==> src/hw/rtl/ihmt_pkg.sv <==
// Shared types and constants of the indexed min-heap timer queue.
// Used by ihmt_ctrl, ihmt_datapath and indexed_min_heap_timer; no dependencies.
package ihmt_pkg;

  localparam int unsigned MAX_RESULTS = 32;
  localparam int unsigned POP_AW      = $clog2(MAX_RESULTS);
  localparam int unsigned NPOP_W      = $clog2(MAX_RESULTS + 1);
  localparam int unsigned MS_PER_S    = 1000;
  localparam int unsigned NM_W        = 27;
  localparam logic [NM_W-1:0] NEXT_MS_MAX = NM_W'(65535000);

  typedef enum logic [1:0] {
    KIND_ADD    = 2'd0,
    KIND_REMOVE = 2'd1,
    KIND_TICK   = 2'd2,
    KIND_NONE   = 2'd3
  } kind_e;

  typedef enum logic [1:0] {
    STAT_OK      = 2'd0,
    STAT_FULL    = 2'd1,
    STAT_UNKNOWN = 2'd2,
    STAT_RSVD    = 2'd3
  } stat_e;

  typedef enum logic [4:0] {
    ST_IDLE, ST_DECODE, ST_UPD_SET, ST_RM_POS, ST_RM_CHK, ST_LD_TAIL,
    ST_UP, ST_UP_CMP, ST_DN, ST_DN_L, ST_DN_R, ST_PLACE,
    ST_TICK_RD, ST_TICK_TEST, ST_FIN_RD, ST_FIN_DIFF, ST_FIN_NM,
    ST_EMIT_RD, ST_EMIT_WR
  } state_e;

  typedef enum logic [4:0] {
    OP_NONE, OP_LOAD, OP_ST_FULL, OP_ST_UNKNOWN, OP_RD_POS, OP_UPD_SET,
    OP_NEW, OP_REMOVE, OP_RD_TAIL, OP_LD_TAIL, OP_RD_ROOT, OP_RD_PARENT,
    OP_MOVE_PARENT, OP_RD_LEFT, OP_LATCH_LEFT, OP_MOVE_CHILD, OP_PLACE,
    OP_CALC_DIFF, OP_CALC_NM, OP_RD_POP, OP_EMIT
  } dp_op_e;

  typedef struct packed {
    dp_op_e op;
  } dp_cmd_t;

  typedef struct packed {
    kind_e kind;
    logic  id_ok;
    logic  present;
    logic  full;
    logic  pos_zero;
    logic  parent_le;
    logic  moved;
    logic  l_in;
    logic  best_is_cur;
    logic  tail_hit;
    logic  root_due;
    logic  out_free;
    logic  emit_last;
  } dp_stat_t;

endpackage

==> src/hw/rtl/ihmt_ctrl.sv <==
// Sequencer of the timer queue: walks each transaction through decode,
// sift up/down, tick pops and result emission. Depends on ihmt_pkg.
module ihmt_ctrl (
  input  logic               clk_i,
  input  logic               rst_ni,
  input  logic               in_valid_i,
  output logic               in_ready_o,
  input  ihmt_pkg::dp_stat_t stat_i,
  output ihmt_pkg::dp_cmd_t  cmd_o
);

  ihmt_pkg::state_e state_q, state_d;

  always_ff @(posedge clk_i or negedge rst_ni) begin
    if (!rst_ni) begin
      state_q <= ihmt_pkg::ST_IDLE;
    end else begin
      state_q <= state_d;
    end
  end

  // next state
  always_comb begin
    state_d = state_q;
    unique case (state_q)
      ihmt_pkg::ST_IDLE: begin
        if (in_valid_i) state_d = ihmt_pkg::ST_DECODE;
      end
      ihmt_pkg::ST_DECODE: begin
        unique case (stat_i.kind)
          ihmt_pkg::KIND_ADD: begin
            if (!stat_i.id_ok) state_d = ihmt_pkg::ST_FIN_RD;
            else if (stat_i.present) state_d = ihmt_pkg::ST_UPD_SET;
            else if (stat_i.full) state_d = ihmt_pkg::ST_FIN_RD;
            else state_d = ihmt_pkg::ST_UP;
          end
          ihmt_pkg::KIND_REMOVE: begin
            if (!stat_i.id_ok || !stat_i.present) state_d = ihmt_pkg::ST_FIN_RD;
            else state_d = ihmt_pkg::ST_RM_POS;
          end
          ihmt_pkg::KIND_TICK: state_d = ihmt_pkg::ST_TICK_RD;
          default:             state_d = ihmt_pkg::ST_FIN_RD;
        endcase
      end
      ihmt_pkg::ST_UPD_SET: state_d = ihmt_pkg::ST_UP;
      ihmt_pkg::ST_RM_POS:  state_d = ihmt_pkg::ST_RM_CHK;
      ihmt_pkg::ST_RM_CHK: begin
        if (!stat_i.tail_hit) state_d = ihmt_pkg::ST_LD_TAIL;
        else if (stat_i.kind == ihmt_pkg::KIND_TICK) state_d = ihmt_pkg::ST_TICK_RD;
        else state_d = ihmt_pkg::ST_FIN_RD;
      end
      ihmt_pkg::ST_LD_TAIL: state_d = ihmt_pkg::ST_UP;
      ihmt_pkg::ST_UP: begin
        if (!stat_i.pos_zero) state_d = ihmt_pkg::ST_UP_CMP;
        else if (stat_i.moved) state_d = ihmt_pkg::ST_PLACE;
        else state_d = ihmt_pkg::ST_DN;
      end
      ihmt_pkg::ST_UP_CMP: begin
        if (!stat_i.parent_le) state_d = ihmt_pkg::ST_UP;
        else if (stat_i.moved) state_d = ihmt_pkg::ST_PLACE;
        else state_d = ihmt_pkg::ST_DN;
      end
      ihmt_pkg::ST_DN: begin
        if (stat_i.l_in) state_d = ihmt_pkg::ST_DN_L;
        else state_d = ihmt_pkg::ST_PLACE;
      end
      ihmt_pkg::ST_DN_L: state_d = ihmt_pkg::ST_DN_R;
      ihmt_pkg::ST_DN_R: begin
        if (stat_i.best_is_cur) state_d = ihmt_pkg::ST_PLACE;
        else state_d = ihmt_pkg::ST_DN;
      end
      ihmt_pkg::ST_PLACE: begin
        if (stat_i.kind == ihmt_pkg::KIND_TICK) state_d = ihmt_pkg::ST_TICK_RD;
        else state_d = ihmt_pkg::ST_FIN_RD;
      end
      ihmt_pkg::ST_TICK_RD: state_d = ihmt_pkg::ST_TICK_TEST;
      ihmt_pkg::ST_TICK_TEST: begin
        if (stat_i.root_due) state_d = ihmt_pkg::ST_RM_CHK;
        else state_d = ihmt_pkg::ST_FIN_RD;
      end
      ihmt_pkg::ST_FIN_RD:   state_d = ihmt_pkg::ST_FIN_DIFF;
      ihmt_pkg::ST_FIN_DIFF: state_d = ihmt_pkg::ST_FIN_NM;
      ihmt_pkg::ST_FIN_NM:   state_d = ihmt_pkg::ST_EMIT_RD;
      ihmt_pkg::ST_EMIT_RD:  state_d = ihmt_pkg::ST_EMIT_WR;
      ihmt_pkg::ST_EMIT_WR: begin
        if (stat_i.out_free) begin
          state_d = stat_i.emit_last ? ihmt_pkg::ST_IDLE : ihmt_pkg::ST_EMIT_RD;
        end
      end
      default: state_d = ihmt_pkg::ST_IDLE;
    endcase
  end

  // commands
  always_comb begin
    cmd_o.op   = ihmt_pkg::OP_NONE;
    in_ready_o = 1'b0;
    unique case (state_q)
      ihmt_pkg::ST_IDLE: begin
        in_ready_o = 1'b1;
        if (in_valid_i) cmd_o.op = ihmt_pkg::OP_LOAD;
      end
      ihmt_pkg::ST_DECODE: begin
        unique case (stat_i.kind)
          ihmt_pkg::KIND_ADD: begin
            if (!stat_i.id_ok) cmd_o.op = ihmt_pkg::OP_ST_FULL;
            else if (stat_i.present) cmd_o.op = ihmt_pkg::OP_RD_POS;
            else if (stat_i.full) cmd_o.op = ihmt_pkg::OP_ST_FULL;
            else cmd_o.op = ihmt_pkg::OP_NEW;
          end
          ihmt_pkg::KIND_REMOVE: begin
            if (!stat_i.id_ok || !stat_i.present) cmd_o.op = ihmt_pkg::OP_ST_UNKNOWN;
            else cmd_o.op = ihmt_pkg::OP_RD_POS;
          end
          default: cmd_o.op = ihmt_pkg::OP_NONE;
        endcase
      end
      ihmt_pkg::ST_UPD_SET: cmd_o.op = ihmt_pkg::OP_UPD_SET;
      ihmt_pkg::ST_RM_POS:  cmd_o.op = ihmt_pkg::OP_REMOVE;
      ihmt_pkg::ST_RM_CHK: begin
        if (!stat_i.tail_hit) cmd_o.op = ihmt_pkg::OP_RD_TAIL;
      end
      ihmt_pkg::ST_LD_TAIL: cmd_o.op = ihmt_pkg::OP_LD_TAIL;
      ihmt_pkg::ST_UP: begin
        if (!stat_i.pos_zero) cmd_o.op = ihmt_pkg::OP_RD_PARENT;
      end
      ihmt_pkg::ST_UP_CMP: begin
        if (!stat_i.parent_le) cmd_o.op = ihmt_pkg::OP_MOVE_PARENT;
      end
      ihmt_pkg::ST_DN: begin
        if (stat_i.l_in) cmd_o.op = ihmt_pkg::OP_RD_LEFT;
      end
      ihmt_pkg::ST_DN_L: cmd_o.op = ihmt_pkg::OP_LATCH_LEFT;
      ihmt_pkg::ST_DN_R: begin
        if (!stat_i.best_is_cur) cmd_o.op = ihmt_pkg::OP_MOVE_CHILD;
      end
      ihmt_pkg::ST_PLACE:    cmd_o.op = ihmt_pkg::OP_PLACE;
      ihmt_pkg::ST_TICK_RD:  cmd_o.op = ihmt_pkg::OP_RD_ROOT;
      ihmt_pkg::ST_TICK_TEST: begin
        if (stat_i.root_due) cmd_o.op = ihmt_pkg::OP_REMOVE;
      end
      ihmt_pkg::ST_FIN_RD:   cmd_o.op = ihmt_pkg::OP_RD_ROOT;
      ihmt_pkg::ST_FIN_DIFF: cmd_o.op = ihmt_pkg::OP_CALC_DIFF;
      ihmt_pkg::ST_FIN_NM:   cmd_o.op = ihmt_pkg::OP_CALC_NM;
      ihmt_pkg::ST_EMIT_RD:  cmd_o.op = ihmt_pkg::OP_RD_POP;
      ihmt_pkg::ST_EMIT_WR: begin
        if (stat_i.out_free) cmd_o.op = ihmt_pkg::OP_EMIT;
      end
      default: cmd_o.op = ihmt_pkg::OP_NONE;
    endcase
  end

endmodule

==> src/hw/rtl/ihmt_datapath.sv <==
// Heap, position and pop-buffer memories, the sift registers and the result
// register of the timer queue. Depends on ihmt_pkg; driven by ihmt_ctrl.
module ihmt_datapath #(
  parameter int unsigned HEAP_CAPACITY = 32,
  parameter int unsigned ID_COUNT      = 256
) (
  input  logic                      clk_i,
  input  logic                      rst_ni,
  input  ihmt_pkg::dp_cmd_t         cmd_i,
  output ihmt_pkg::dp_stat_t        stat_o,
  input  logic [1:0]                in_kind_i,
  input  logic [7:0]                in_id_i,
  input  logic [15:0]               in_tmo_i,
  input  logic [31:0]               in_now_i,
  output logic                      out_valid_o,
  input  logic                      out_ready_i,
  output logic                      out_exp_valid_o,
  output logic [7:0]                out_id_o,
  output logic [ihmt_pkg::NM_W-1:0] out_nm_o,
  output logic [1:0]                out_status_o,
  output logic                      out_last_o
);

  localparam int unsigned PW  = $clog2(HEAP_CAPACITY);
  localparam int unsigned CW  = $clog2(HEAP_CAPACITY + 1);
  localparam int unsigned IDW = $clog2(ID_COUNT);
  localparam int unsigned XW  = PW + 2;

  // heap storage, one write and one read port
  logic [7:0]  heap_id_mem  [HEAP_CAPACITY];
  logic [31:0] heap_exp_mem [HEAP_CAPACITY];
  logic [PW-1:0] pos_mem    [ID_COUNT];
  logic [7:0]  pop_mem      [ihmt_pkg::MAX_RESULTS];

  logic [ID_COUNT-1:0] present_q;

  logic [1:0]    kind_q;
  logic [7:0]    id_q;
  logic [31:0]   now_q, exp_q;
  logic [1:0]    status_q;
  logic [CW-1:0] cnt_q;
  logic [PW-1:0] pos_q;
  logic [7:0]    cur_id_q;
  logic [31:0]   cur_exp_q;
  logic          moved_q;
  logic [7:0]    l_id_q;
  logic [31:0]   l_exp_q;
  logic          l_lt_q;
  logic [ihmt_pkg::NPOP_W-1:0] npop_q, emit_q;
  logic [31:0]   diff_q;
  logic          empty_q, over_q;
  logic [ihmt_pkg::NM_W-1:0] nm_q;
  logic [7:0]    h_rid_q;
  logic [31:0]   h_rexp_q;
  logic [PW-1:0] posrd_q;
  logic [7:0]    popd_q;

  logic          out_valid_q, out_ev_q, out_last_q;
  logic [7:0]    out_id_q;
  logic [ihmt_pkg::NM_W-1:0] out_nm_q;
  logic [1:0]    out_status_q;

  logic [32:0]   exp_sum;
  logic [31:0]   exp_sat;
  logic [XW-1:0] lidx, ridx, cnt_w;
  logic [PW-1:0] parent;
  logic          r_in, r_lt;
  logic [31:0]   best_exp_cur;
  logic [7:0]    best_id;
  logic [31:0]   best_exp;
  logic [PW-1:0] best_pos;
  logic          hrd_en;
  logic [PW-1:0] hrd_addr;
  logic          hwr_en;
  logic [7:0]    hwr_id;
  logic [31:0]   hwr_exp;
  logic          is_tick;
  logic [IDW-1:0] id_idx, rm_idx;
  logic [ihmt_pkg::NPOP_W-1:0] emit_nx;

  assign exp_sum = 33'(in_now_i) + 33'(in_tmo_i);
  assign exp_sat = exp_sum[32] ? '1 : exp_sum[31:0];

  assign lidx     = XW'({pos_q, 1'b1});
  assign ridx     = lidx + XW'(1);
  assign cnt_w    = XW'(cnt_q);
  assign parent   = (pos_q - PW'(1)) >> 1;
  assign r_in     = ridx < cnt_w;
  assign best_exp_cur = l_lt_q ? l_exp_q : cur_exp_q;
  assign r_lt     = r_in && (h_rexp_q < best_exp_cur);
  assign best_id  = r_lt ? h_rid_q : l_id_q;
  assign best_exp = r_lt ? h_rexp_q : l_exp_q;
  assign best_pos = r_lt ? ridx[PW-1:0] : lidx[PW-1:0];
  assign is_tick  = kind_q == ihmt_pkg::KIND_TICK;
  assign id_idx   = IDW'(id_q);
  assign rm_idx   = is_tick ? IDW'(h_rid_q) : id_idx;
  assign emit_nx  = emit_q + ihmt_pkg::NPOP_W'(1);

  // heap read port address
  always_comb begin
    hrd_en   = 1'b1;
    hrd_addr = '0;
    unique case (cmd_i.op)
      ihmt_pkg::OP_RD_TAIL:    hrd_addr = cnt_q[PW-1:0];
      ihmt_pkg::OP_RD_ROOT:    hrd_addr = '0;
      ihmt_pkg::OP_RD_PARENT:  hrd_addr = parent;
      ihmt_pkg::OP_RD_LEFT:    hrd_addr = lidx[PW-1:0];
      ihmt_pkg::OP_LATCH_LEFT: hrd_addr = ridx[PW-1:0];
      default:                 hrd_en   = 1'b0;
    endcase
  end

  // heap write port: always at the hole position
  always_comb begin
    hwr_en  = 1'b1;
    hwr_id  = cur_id_q;
    hwr_exp = cur_exp_q;
    unique case (cmd_i.op)
      ihmt_pkg::OP_MOVE_PARENT: begin
        hwr_id  = h_rid_q;
        hwr_exp = h_rexp_q;
      end
      ihmt_pkg::OP_MOVE_CHILD: begin
        hwr_id  = best_id;
        hwr_exp = best_exp;
      end
      ihmt_pkg::OP_PLACE: ;
      default: hwr_en = 1'b0;
    endcase
  end

  always_ff @(posedge clk_i) begin
    if (hwr_en) begin
      heap_id_mem[pos_q]  <= hwr_id;
      heap_exp_mem[pos_q] <= hwr_exp;
      pos_mem[IDW'(hwr_id)] <= pos_q;
    end
    if (hrd_en) begin
      h_rid_q  <= heap_id_mem[hrd_addr];
      h_rexp_q <= heap_exp_mem[hrd_addr];
    end
    if (cmd_i.op == ihmt_pkg::OP_RD_POS) begin
      posrd_q <= pos_mem[id_idx];
    end
    if (cmd_i.op == ihmt_pkg::OP_REMOVE && is_tick) begin
      pop_mem[npop_q[ihmt_pkg::POP_AW-1:0]] <= h_rid_q;
    end
    if (cmd_i.op == ihmt_pkg::OP_RD_POP) begin
      popd_q <= pop_mem[emit_q[ihmt_pkg::POP_AW-1:0]];
    end
  end

  // sift and item registers
  always_ff @(posedge clk_i) begin
    unique case (cmd_i.op)
      ihmt_pkg::OP_LOAD: begin
        kind_q <= in_kind_i;
        id_q   <= in_id_i;
        now_q  <= in_now_i;
        exp_q  <= exp_sat;
      end
      ihmt_pkg::OP_UPD_SET: begin
        pos_q     <= posrd_q;
        cur_id_q  <= id_q;
        cur_exp_q <= exp_q;
        moved_q   <= 1'b0;
      end
      ihmt_pkg::OP_NEW: begin
        pos_q     <= cnt_q[PW-1:0];
        cur_id_q  <= id_q;
        cur_exp_q <= exp_q;
        moved_q   <= 1'b0;
      end
      ihmt_pkg::OP_REMOVE: pos_q <= is_tick ? '0 : posrd_q;
      ihmt_pkg::OP_LD_TAIL: begin
        cur_id_q  <= h_rid_q;
        cur_exp_q <= h_rexp_q;
        moved_q   <= 1'b0;
      end
      ihmt_pkg::OP_MOVE_PARENT: begin
        pos_q   <= parent;
        moved_q <= 1'b1;
      end
      ihmt_pkg::OP_LATCH_LEFT: begin
        l_id_q  <= h_rid_q;
        l_exp_q <= h_rexp_q;
        l_lt_q  <= h_rexp_q < cur_exp_q;
      end
      ihmt_pkg::OP_MOVE_CHILD: pos_q <= best_pos;
      ihmt_pkg::OP_CALC_DIFF: begin
        empty_q <= cnt_q == '0;
        over_q  <= h_rexp_q <= now_q;
        diff_q  <= h_rexp_q - now_q;
      end
      ihmt_pkg::OP_CALC_NM: begin
        priority if (empty_q) nm_q <= '1;
        else if (over_q) nm_q <= '0;
        else if (|diff_q[31:16]) nm_q <= ihmt_pkg::NEXT_MS_MAX;
        else nm_q <= ihmt_pkg::NM_W'(diff_q[15:0]) * ihmt_pkg::NM_W'(ihmt_pkg::MS_PER_S);
      end
      default: ;
    endcase
    if (out_valid_q == 1'b0 || out_ready_i || cmd_i.op == ihmt_pkg::OP_EMIT) begin
      if (cmd_i.op == ihmt_pkg::OP_EMIT) begin
        out_ev_q     <= npop_q != '0;
        out_id_q     <= (npop_q != '0) ? popd_q : 8'd0;
        out_nm_q     <= nm_q;
        out_status_q <= status_q;
        out_last_q   <= stat_o.emit_last;
      end
    end
  end

  // control state
  always_ff @(posedge clk_i or negedge rst_ni) begin
    if (!rst_ni) begin
      present_q   <= '0;
      cnt_q       <= '0;
      npop_q      <= '0;
      emit_q      <= '0;
      status_q    <= ihmt_pkg::STAT_OK;
      out_valid_q <= 1'b0;
    end else begin
      unique case (cmd_i.op)
        ihmt_pkg::OP_LOAD: begin
          status_q <= ihmt_pkg::STAT_OK;
          npop_q   <= '0;
          emit_q   <= '0;
        end
        ihmt_pkg::OP_ST_FULL:    status_q <= ihmt_pkg::STAT_FULL;
        ihmt_pkg::OP_ST_UNKNOWN: status_q <= ihmt_pkg::STAT_UNKNOWN;
        ihmt_pkg::OP_NEW: begin
          present_q[id_idx] <= 1'b1;
          cnt_q             <= cnt_q + CW'(1);
        end
        ihmt_pkg::OP_REMOVE: begin
          present_q[rm_idx] <= 1'b0;
          cnt_q             <= cnt_q - CW'(1);
          if (is_tick) npop_q <= npop_q + ihmt_pkg::NPOP_W'(1);
        end
        ihmt_pkg::OP_EMIT: emit_q <= emit_nx;
        default: ;
      endcase
      if (cmd_i.op == ihmt_pkg::OP_EMIT) begin
        out_valid_q <= 1'b1;
      end else if (out_ready_i) begin
        out_valid_q <= 1'b0;
      end
    end
  end

  always_comb begin
    stat_o.kind        = ihmt_pkg::kind_e'(kind_q);
    stat_o.id_ok       = 32'(id_q) < ID_COUNT;
    stat_o.present     = stat_o.id_ok && present_q[id_idx];
    stat_o.full        = cnt_q == CW'(HEAP_CAPACITY);
    stat_o.pos_zero    = pos_q == '0;
    stat_o.parent_le   = h_rexp_q <= cur_exp_q;
    stat_o.moved       = moved_q;
    stat_o.l_in        = lidx < cnt_w;
    stat_o.best_is_cur = !l_lt_q && !r_lt;
    stat_o.tail_hit    = XW'(pos_q) == cnt_w;
    stat_o.root_due    = (cnt_q != '0)
                         && (npop_q < ihmt_pkg::NPOP_W'(ihmt_pkg::MAX_RESULTS))
                         && (h_rexp_q <= now_q);
    stat_o.out_free    = !out_valid_q || out_ready_i;
    stat_o.emit_last   = (npop_q == '0) || (emit_nx == npop_q);
  end

  assign out_valid_o     = out_valid_q;
  assign out_exp_valid_o = out_ev_q;
  assign out_id_o        = out_id_q;
  assign out_nm_o        = out_nm_q;
  assign out_status_o    = out_status_q;
  assign out_last_o      = out_last_q;

endmodule

==> src/hw/rtl/indexed_min_heap_timer.sv <==
// Indexed binary min-heap timer queue: up to HEAP_CAPACITY timers, each an id
// and an absolute expiry in seconds, with a per-id position table so that a
// timer can be updated or removed by id. Kind 0 adds or updates a timer
// (expiry = now + timeout, saturated), kind 1 removes one, kind 2 ticks and
// pops every timer due at or before now (at most 32 per tick, earliest first,
// one result per popped id), kind 3 does nothing. Every transaction ends with
// a result carrying the milliseconds to the earliest expiry (-1 when empty,
// 0 when overdue, saturated at 65535000) and tlast set. One transaction is
// worked on at a time; the result register lets the next one be accepted
// while a result still waits. The heap memory has a single read port; a
// transaction that moves nothing passes through decode, root read,
// difference, scaling, emit read and emit write, an add or a remove adds the
// sift entry, each level risen or sunk and the placement, and a tick adds the
// root test, tail load, sinking, placement and emission of each popped timer.
// Results leave one at a time, each once the result register is free, and
// the next transaction can be taken in the cycle after the last result is
// registered. No clearing pass is needed after reset: only the presence bits
// and the control registers are cleared, not the memories.
// Depends on ihmt_pkg, ihmt_ctrl and ihmt_datapath.
module indexed_min_heap_timer #(
  parameter int unsigned HEAP_CAPACITY = 32,
  parameter int unsigned ID_COUNT      = 256
) (
  input  logic        clk_i,
  input  logic        rst_ni,
  input  logic        s_axis_tvalid_i,
  output logic        s_axis_tready_o,
  input  logic [55:0] s_axis_tdata_i,  // timer_id[7:0], timeout_s[23:8], now_s[55:24]
  input  logic [1:0]  s_axis_tuser_i,  // kind[1:0]
  output logic        m_axis_tvalid_o,
  input  logic        m_axis_tready_i,
  output logic [39:0] m_axis_tdata_o,  // expired_id[7:0], next_timeout_ms[34:8],
                                       // status[36:35], zero[39:37]
  output logic        m_axis_tuser_o,  // expired_valid
  output logic        m_axis_tlast_o   // last result of the transaction
);

  ihmt_pkg::dp_cmd_t  cmd;
  ihmt_pkg::dp_stat_t stat;

  logic                      out_ev;
  logic [7:0]                out_id;
  logic [ihmt_pkg::NM_W-1:0] out_nm;
  logic [1:0]                out_status;

  ihmt_ctrl u_ctrl (
    .clk_i      (clk_i),
    .rst_ni     (rst_ni),
    .in_valid_i (s_axis_tvalid_i),
    .in_ready_o (s_axis_tready_o),
    .stat_i     (stat),
    .cmd_o      (cmd)
  );

  ihmt_datapath #(
    .HEAP_CAPACITY (HEAP_CAPACITY),
    .ID_COUNT      (ID_COUNT)
  ) u_datapath (
    .clk_i           (clk_i),
    .rst_ni          (rst_ni),
    .cmd_i           (cmd),
    .stat_o          (stat),
    .in_kind_i       (s_axis_tuser_i),
    .in_id_i         (s_axis_tdata_i[7:0]),
    .in_tmo_i        (s_axis_tdata_i[23:8]),
    .in_now_i        (s_axis_tdata_i[55:24]),
    .out_valid_o     (m_axis_tvalid_o),
    .out_ready_i     (m_axis_tready_i),
    .out_exp_valid_o (out_ev),
    .out_id_o        (out_id),
    .out_nm_o        (out_nm),
    .out_status_o    (out_status),
    .out_last_o      (m_axis_tlast_o)
  );

  // pack the result fields, lowest first
  assign m_axis_tdata_o = {3'b000, out_status, out_nm, out_id};
  assign m_axis_tuser_o = out_ev;

endmodule
==> config.mk <==
export PLATFORM = sky130hd
export DESIGN_NAME = indexed_min_heap_timer
export DESIGN_NICKNAME = d
export VERILOG_FILES = /design/src/hw/rtl/ihmt_pkg.sv /design/src/hw/rtl/ihmt_ctrl.sv /design/src/hw/rtl/ihmt_datapath.sv /design/src/hw/rtl/indexed_min_heap_timer.sv
export SDC_FILE = /design/constraint.sdc
export NUM_CORES = 2
export LEC_CHECK = 0
export BUFFER_PORTS_ARGS = -buffer_cell sky130_fd_sc_hd__buf_2
export CORE_MARGIN = 2
export CORE_UTILIZATION = 40
export DETAILED_ROUTE_END_ITERATION = 12
export GPL_TIMING_DRIVEN = 0
export PLACE_DENSITY = 0.63
export SETUP_SLACK_MARGIN = 0.1
export SYNTH_ARGS = -nofsm -noshare
export SYNTH_HDL_FRONTEND = slang
export SYNTH_HIERARCHICAL = 1
export SYNTH_SLANG_ARGS = --single-unit
export TNS_END_PERCENT = 50
==> constraint.sdc <==
create_clock -name clk_i -period 21.5 [get_ports clk_i]
set_input_delay 1.075 -clock clk_i [delete_from_list [all_inputs] [get_ports clk_i]]
set_output_delay 1.075 -clock clk_i [all_outputs]
set_load 0.03 [all_outputs]
==> impl_metrics.tcl <==
set metrics [dict create \
    portion_of_synthesized_cell_area_occupied_by_the_leading_cell_type_pct 66.1 \
    p_per_area_nw_per_um2 164 \
    achievable-frequency_mhz 87.7 \
    clkPwrFrac_pct 22.2 \
    slew_headroom_pct -8.63 \
    fin_setup_tns_ns 0 \
    cts_setup_buffers 0 \
    max_cap_violations 5 \
    post-synth-top-count-cell "sky130_fd_sc_hd__edfxtp_1" \
    yosys-top-cells-count "sky130_fd_sc_hd__edfxtp_1, sky130_fd_sc_hd__mux4_2, sky130_fd_sc_hd__a21oi_1" \
    max-clock-path-buffers 4 \
    number_of_placement_rows 218 \
    clock-root-buffer "sky130_fd_sc_hd__clkbuf_16" \
    rsz_0062_raised_after_global_routing "false" \
    final_layout_size_suffix_gt1_share_pct 22.1 \
    fin_skew_ns 0.0786 \
    worst-endpoint-arrival_ns 11.91 \
    die_area_um2 359000 \
    holdCritPathClass "input port to async pin" \
    ff2ff_setup_slack_ns 10.10 \
    synth_edf_count 3124 \
    die_x_um 600 \
    cell_internal_pwr_w 0.0165 \
    number_of_cells_traversed_by_the_worst_register_to_register_path 25 \
    sequentialPowerShare_pct 35.0 \
    synthesis.yosys.warnings 6 \
    failed_checks "capacitance limit, slew limit" \
    die-height_um 600 \
    worstSetupPathType "flop to flop" \
    yosysTopAreaCell "sky130_fd_sc_hd__edfxtp_1" \
    run_status "finished with violations" \
    timing.critical_path.required_ns 22.00 \
    portBuffers 102 \
    core_ar_um2 353000 \
    comb_power_share_pct 42.8 \
    leakage_nw 53.5 \
    finalHoldViolCount 0 \
    gp_congestion 0.916 \
    grt_pass1_vias 78300 \
    wl_per_cell_um 30.3 \
    detailroute.via_count 78900 \
    cts_hold_buf 0 \
    maxSlewViolCount 44 \
    avgViaCountPerCell 5.96 \
    postSynthRegisterBits 3406 \
    cts_tree "yes" \
    cp-start-kind "flop" \
    start_util_pct 40.2 \
    antenna_found_initial 18 \
    clk_pin_slew_ns 0.07 \
    syn_area_per_cell_um2 18.4 \
    grt_start_max_net_pins 123 \
    finalCritPeriodShare_pct 53.0 \
    postSynthCellCount 7696 \
    proportion_of_synthesized_flip_flops_having_asynchronous_set_or_reset_pct 8.28 \
    grt_pass1_wl_mm 568 \
    power.share.switching_pct 37.9 \
    io_pins 106 \
    area_of_the_mapped_netlist_um2 142000 \
    total_power_w 0.0266 \
    clock_tree.htree_level_count 5 \
    area_growth_pct 14.3 \
    post_cts_resize_count 0 \
    crit-reg2reg-launch "u_datapath/l_lt_q" \
    power.net_switching_w 0.0101 \
    synth.yosys.seq_area_share_pct 71.1 \
    finalSetupViolCount 0 \
    dr.first_iter.drc_count 11400 \
    final_nets 8552 \
    postRouteWirelength_mm 401 \
    timing_worst_slew_pin_value_ns 1.63 \
    clock_sinks 3406 \
    vdd_drop_max_mv 0.113 \
    clk-insertion-delay-late_ns 0.93 \
    synthDistinctLibCells 91 \
    tritoncts.num_buffers 335 \
    final.min_clock_period_ns 11.40 \
    synth_flop_cell "sky130_fd_sc_hd__edfxtp_1" \
    yosys-top-cells-area "sky130_fd_sc_hd__edfxtp_1, sky130_fd_sc_hd__mux4_2, sky130_fd_sc_hd__dfrtp_1" \
    r2r-end "u_datapath/pos_mem[76][0]" \
    post-dp-hpwl_mm 269 \
    overall_routing_resource_usage_pct 22.0 \
    overflow_left_after_global_routing 0 \
    firstDrtPassIters 8 \
    route.detailed.drc 0 \
    ant_nets 0 \
    critPathMaxFanout 40 \
    cp-end-kind "flop" \
]
[critical path: stages (launching register included)]
cell and delay (ns):
sky130_fd_sc_hd__edfxtp_1 0.32, sky130_fd_sc_hd__clkbuf_1 0.33, sky130_fd_sc_hd__clkbuf_1 0.84, sky130_fd_sc_hd__mux2i_1 0.21
sky130_fd_sc_hd__ha_1 0.35, sky130_fd_sc_hd__nand4_1 0.38, sky130_fd_sc_hd__nor4_1 0.50, sky130_fd_sc_hd__nor3b_1 0.94
sky130_fd_sc_hd__and2_1 0.35, sky130_fd_sc_hd__nor2_1 0.14, sky130_fd_sc_hd__nor2_1 0.28, sky130_fd_sc_hd__inv_1 0.08
sky130_fd_sc_hd__nand4_1 0.16, sky130_fd_sc_hd__o221a_2 0.22, sky130_fd_sc_hd__o211ai_1 0.09, sky130_fd_sc_hd__clkbuf_1 0.22
sky130_fd_sc_hd__nor2b_1 0.22, sky130_fd_sc_hd__clkbuf_1 0.49, sky130_fd_sc_hd__or3_1 0.37, sky130_fd_sc_hd__clkbuf_1 0.79
sky130_fd_sc_hd__and2_1 0.29, sky130_fd_sc_hd__a221oi_4 0.10, sky130_fd_sc_hd__inv_2 0.60, sky130_fd_sc_hd__nand4_1 1.12
sky130_fd_sc_hd__clkbuf_1 0.86, sky130_fd_sc_hd__nor2_1 0.73
[kinds of logic after synthesis]
family | after synthesis | synth area share [%]
buffers and inverters | 665 | 1.87
and+or+nand+nor | 991 | 3.20
AOI/OAI and AO/OA | 1019 | 4.23
xor gates and xnor gates | 96 | 0.593
muxes | 1272 | 16.5
other | 2 | 0.00529
DFF | 3406 | 71.1
adders and majority gates | 245 | 2.46
[worst max path at each step]
stage                        startpoint                   endpoint  depth (start not counted)
floorplan           u_datapath/pos_q[0]    u_datapath/h_rexp_q[11]                         26
global placement    u_datapath/pos_q[0]    u_datapath/h_rexp_q[29]                         26
detailed placement    u_datapath/l_lt_q  u_datapath/pos_mem[76][4]                         25
CTS                   u_datapath/l_lt_q  u_datapath/pos_mem[76][0]                         25
global route          u_datapath/l_lt_q  u_datapath/pos_mem[76][0]                         25
finish                u_datapath/l_lt_q  u_datapath/pos_mem[76][0]                         25
[power groups by stage]
stage / sequential (W) / clock [W] / combinational (W)
finish: 0.00931 / 0.00590 / 0.0114
floorplan: 0.00957 / 0 / 0.00646
global placement: 0.0101 / 0 / 0.0102
global route: 0.00933 / 0.00622 / 0.0120
detailed placement: 0.00944 / 0 / 0.0113
CTS: 0.00930 / 0.00598 / 0.0113
[registers in the layout, summed over array words and instances, names as in the netlist, 256 cells and up]
register and count:
u_datapath/present_q 256, u_datapath/pos_mem 1280, u_datapath/pop_mem 256, u_datapath/heap_id_mem 256, u_datapath/heap_exp_mem 1024
[routing by layer]
metal  track usage, %  wire, um  share of wire, %
met5                0        62             0.015
met4             7.58     15400               3.8
met3             5.32     42900                11
met2             35.4    190000                47
met1             29.3    153000                38
[layout by cell type, fill, tap and decap left out, types with 45 or more instances in the layout]
cell type	instances
sky130_fd_sc_hd__mux2i_1	329
sky130_fd_sc_hd__clkinv_1	54
sky130_fd_sc_hd__ha_1	188
sky130_fd_sc_hd__buf_2	208
sky130_fd_sc_hd__nor3_1	57
sky130_fd_sc_hd__a21oi_1	637
sky130_fd_sc_hd__a21o_1	45
sky130_fd_sc_hd__o21ai_0	119
sky130_fd_sc_hd__fa_1	57
sky130_fd_sc_hd__nand2_1	171
sky130_fd_sc_hd__nand4_1	59
sky130_fd_sc_hd__inv_1	226
sky130_fd_sc_hd__mux4_2	849
sky130_fd_sc_hd__buf_16	59
sky130_fd_sc_hd__xnor2_1	64
sky130_fd_sc_hd__dfrtp_1	282
sky130_fd_sc_hd__clkinv_2	65
sky130_fd_sc_hd__clkbuf_16	347
sky130_fd_sc_hd__clkbuf_1	280
sky130_fd_sc_hd__nor2_1	440
sky130_fd_sc_hd__edfxtp_1	3124
sky130_fd_sc_hd__mux2_2	93
[metrics by stage]
step                      util (%)  setup slack (ns)  hold slack (ns)  instance area (um2)  cells
after CTS                     45.9             10.34           0.0718               162000  13200
final                         46.0             10.10            0.106               162000  13200
after detailed placement      42.8             10.40            0.405               151000  12600
after global routing          45.9             10.07            0.128               162000  13200
after floorplan                  -             10.45            0.400               142000   7698
after global placement        42.0              2.15            0.404               148000  12500
[final cells by class]
type,count,area [um2]
antenna,5,12.5
fill,29600,191000
clock inverter,192,1960
tap,4730,5920
buffer,428,1840
clock buffer,404,8990
sequential,3406,101000
timing repair buffer,210,3050
multi-input combinational,3627,38700
inverter,237,891
(Power assumes the default switching activity.)
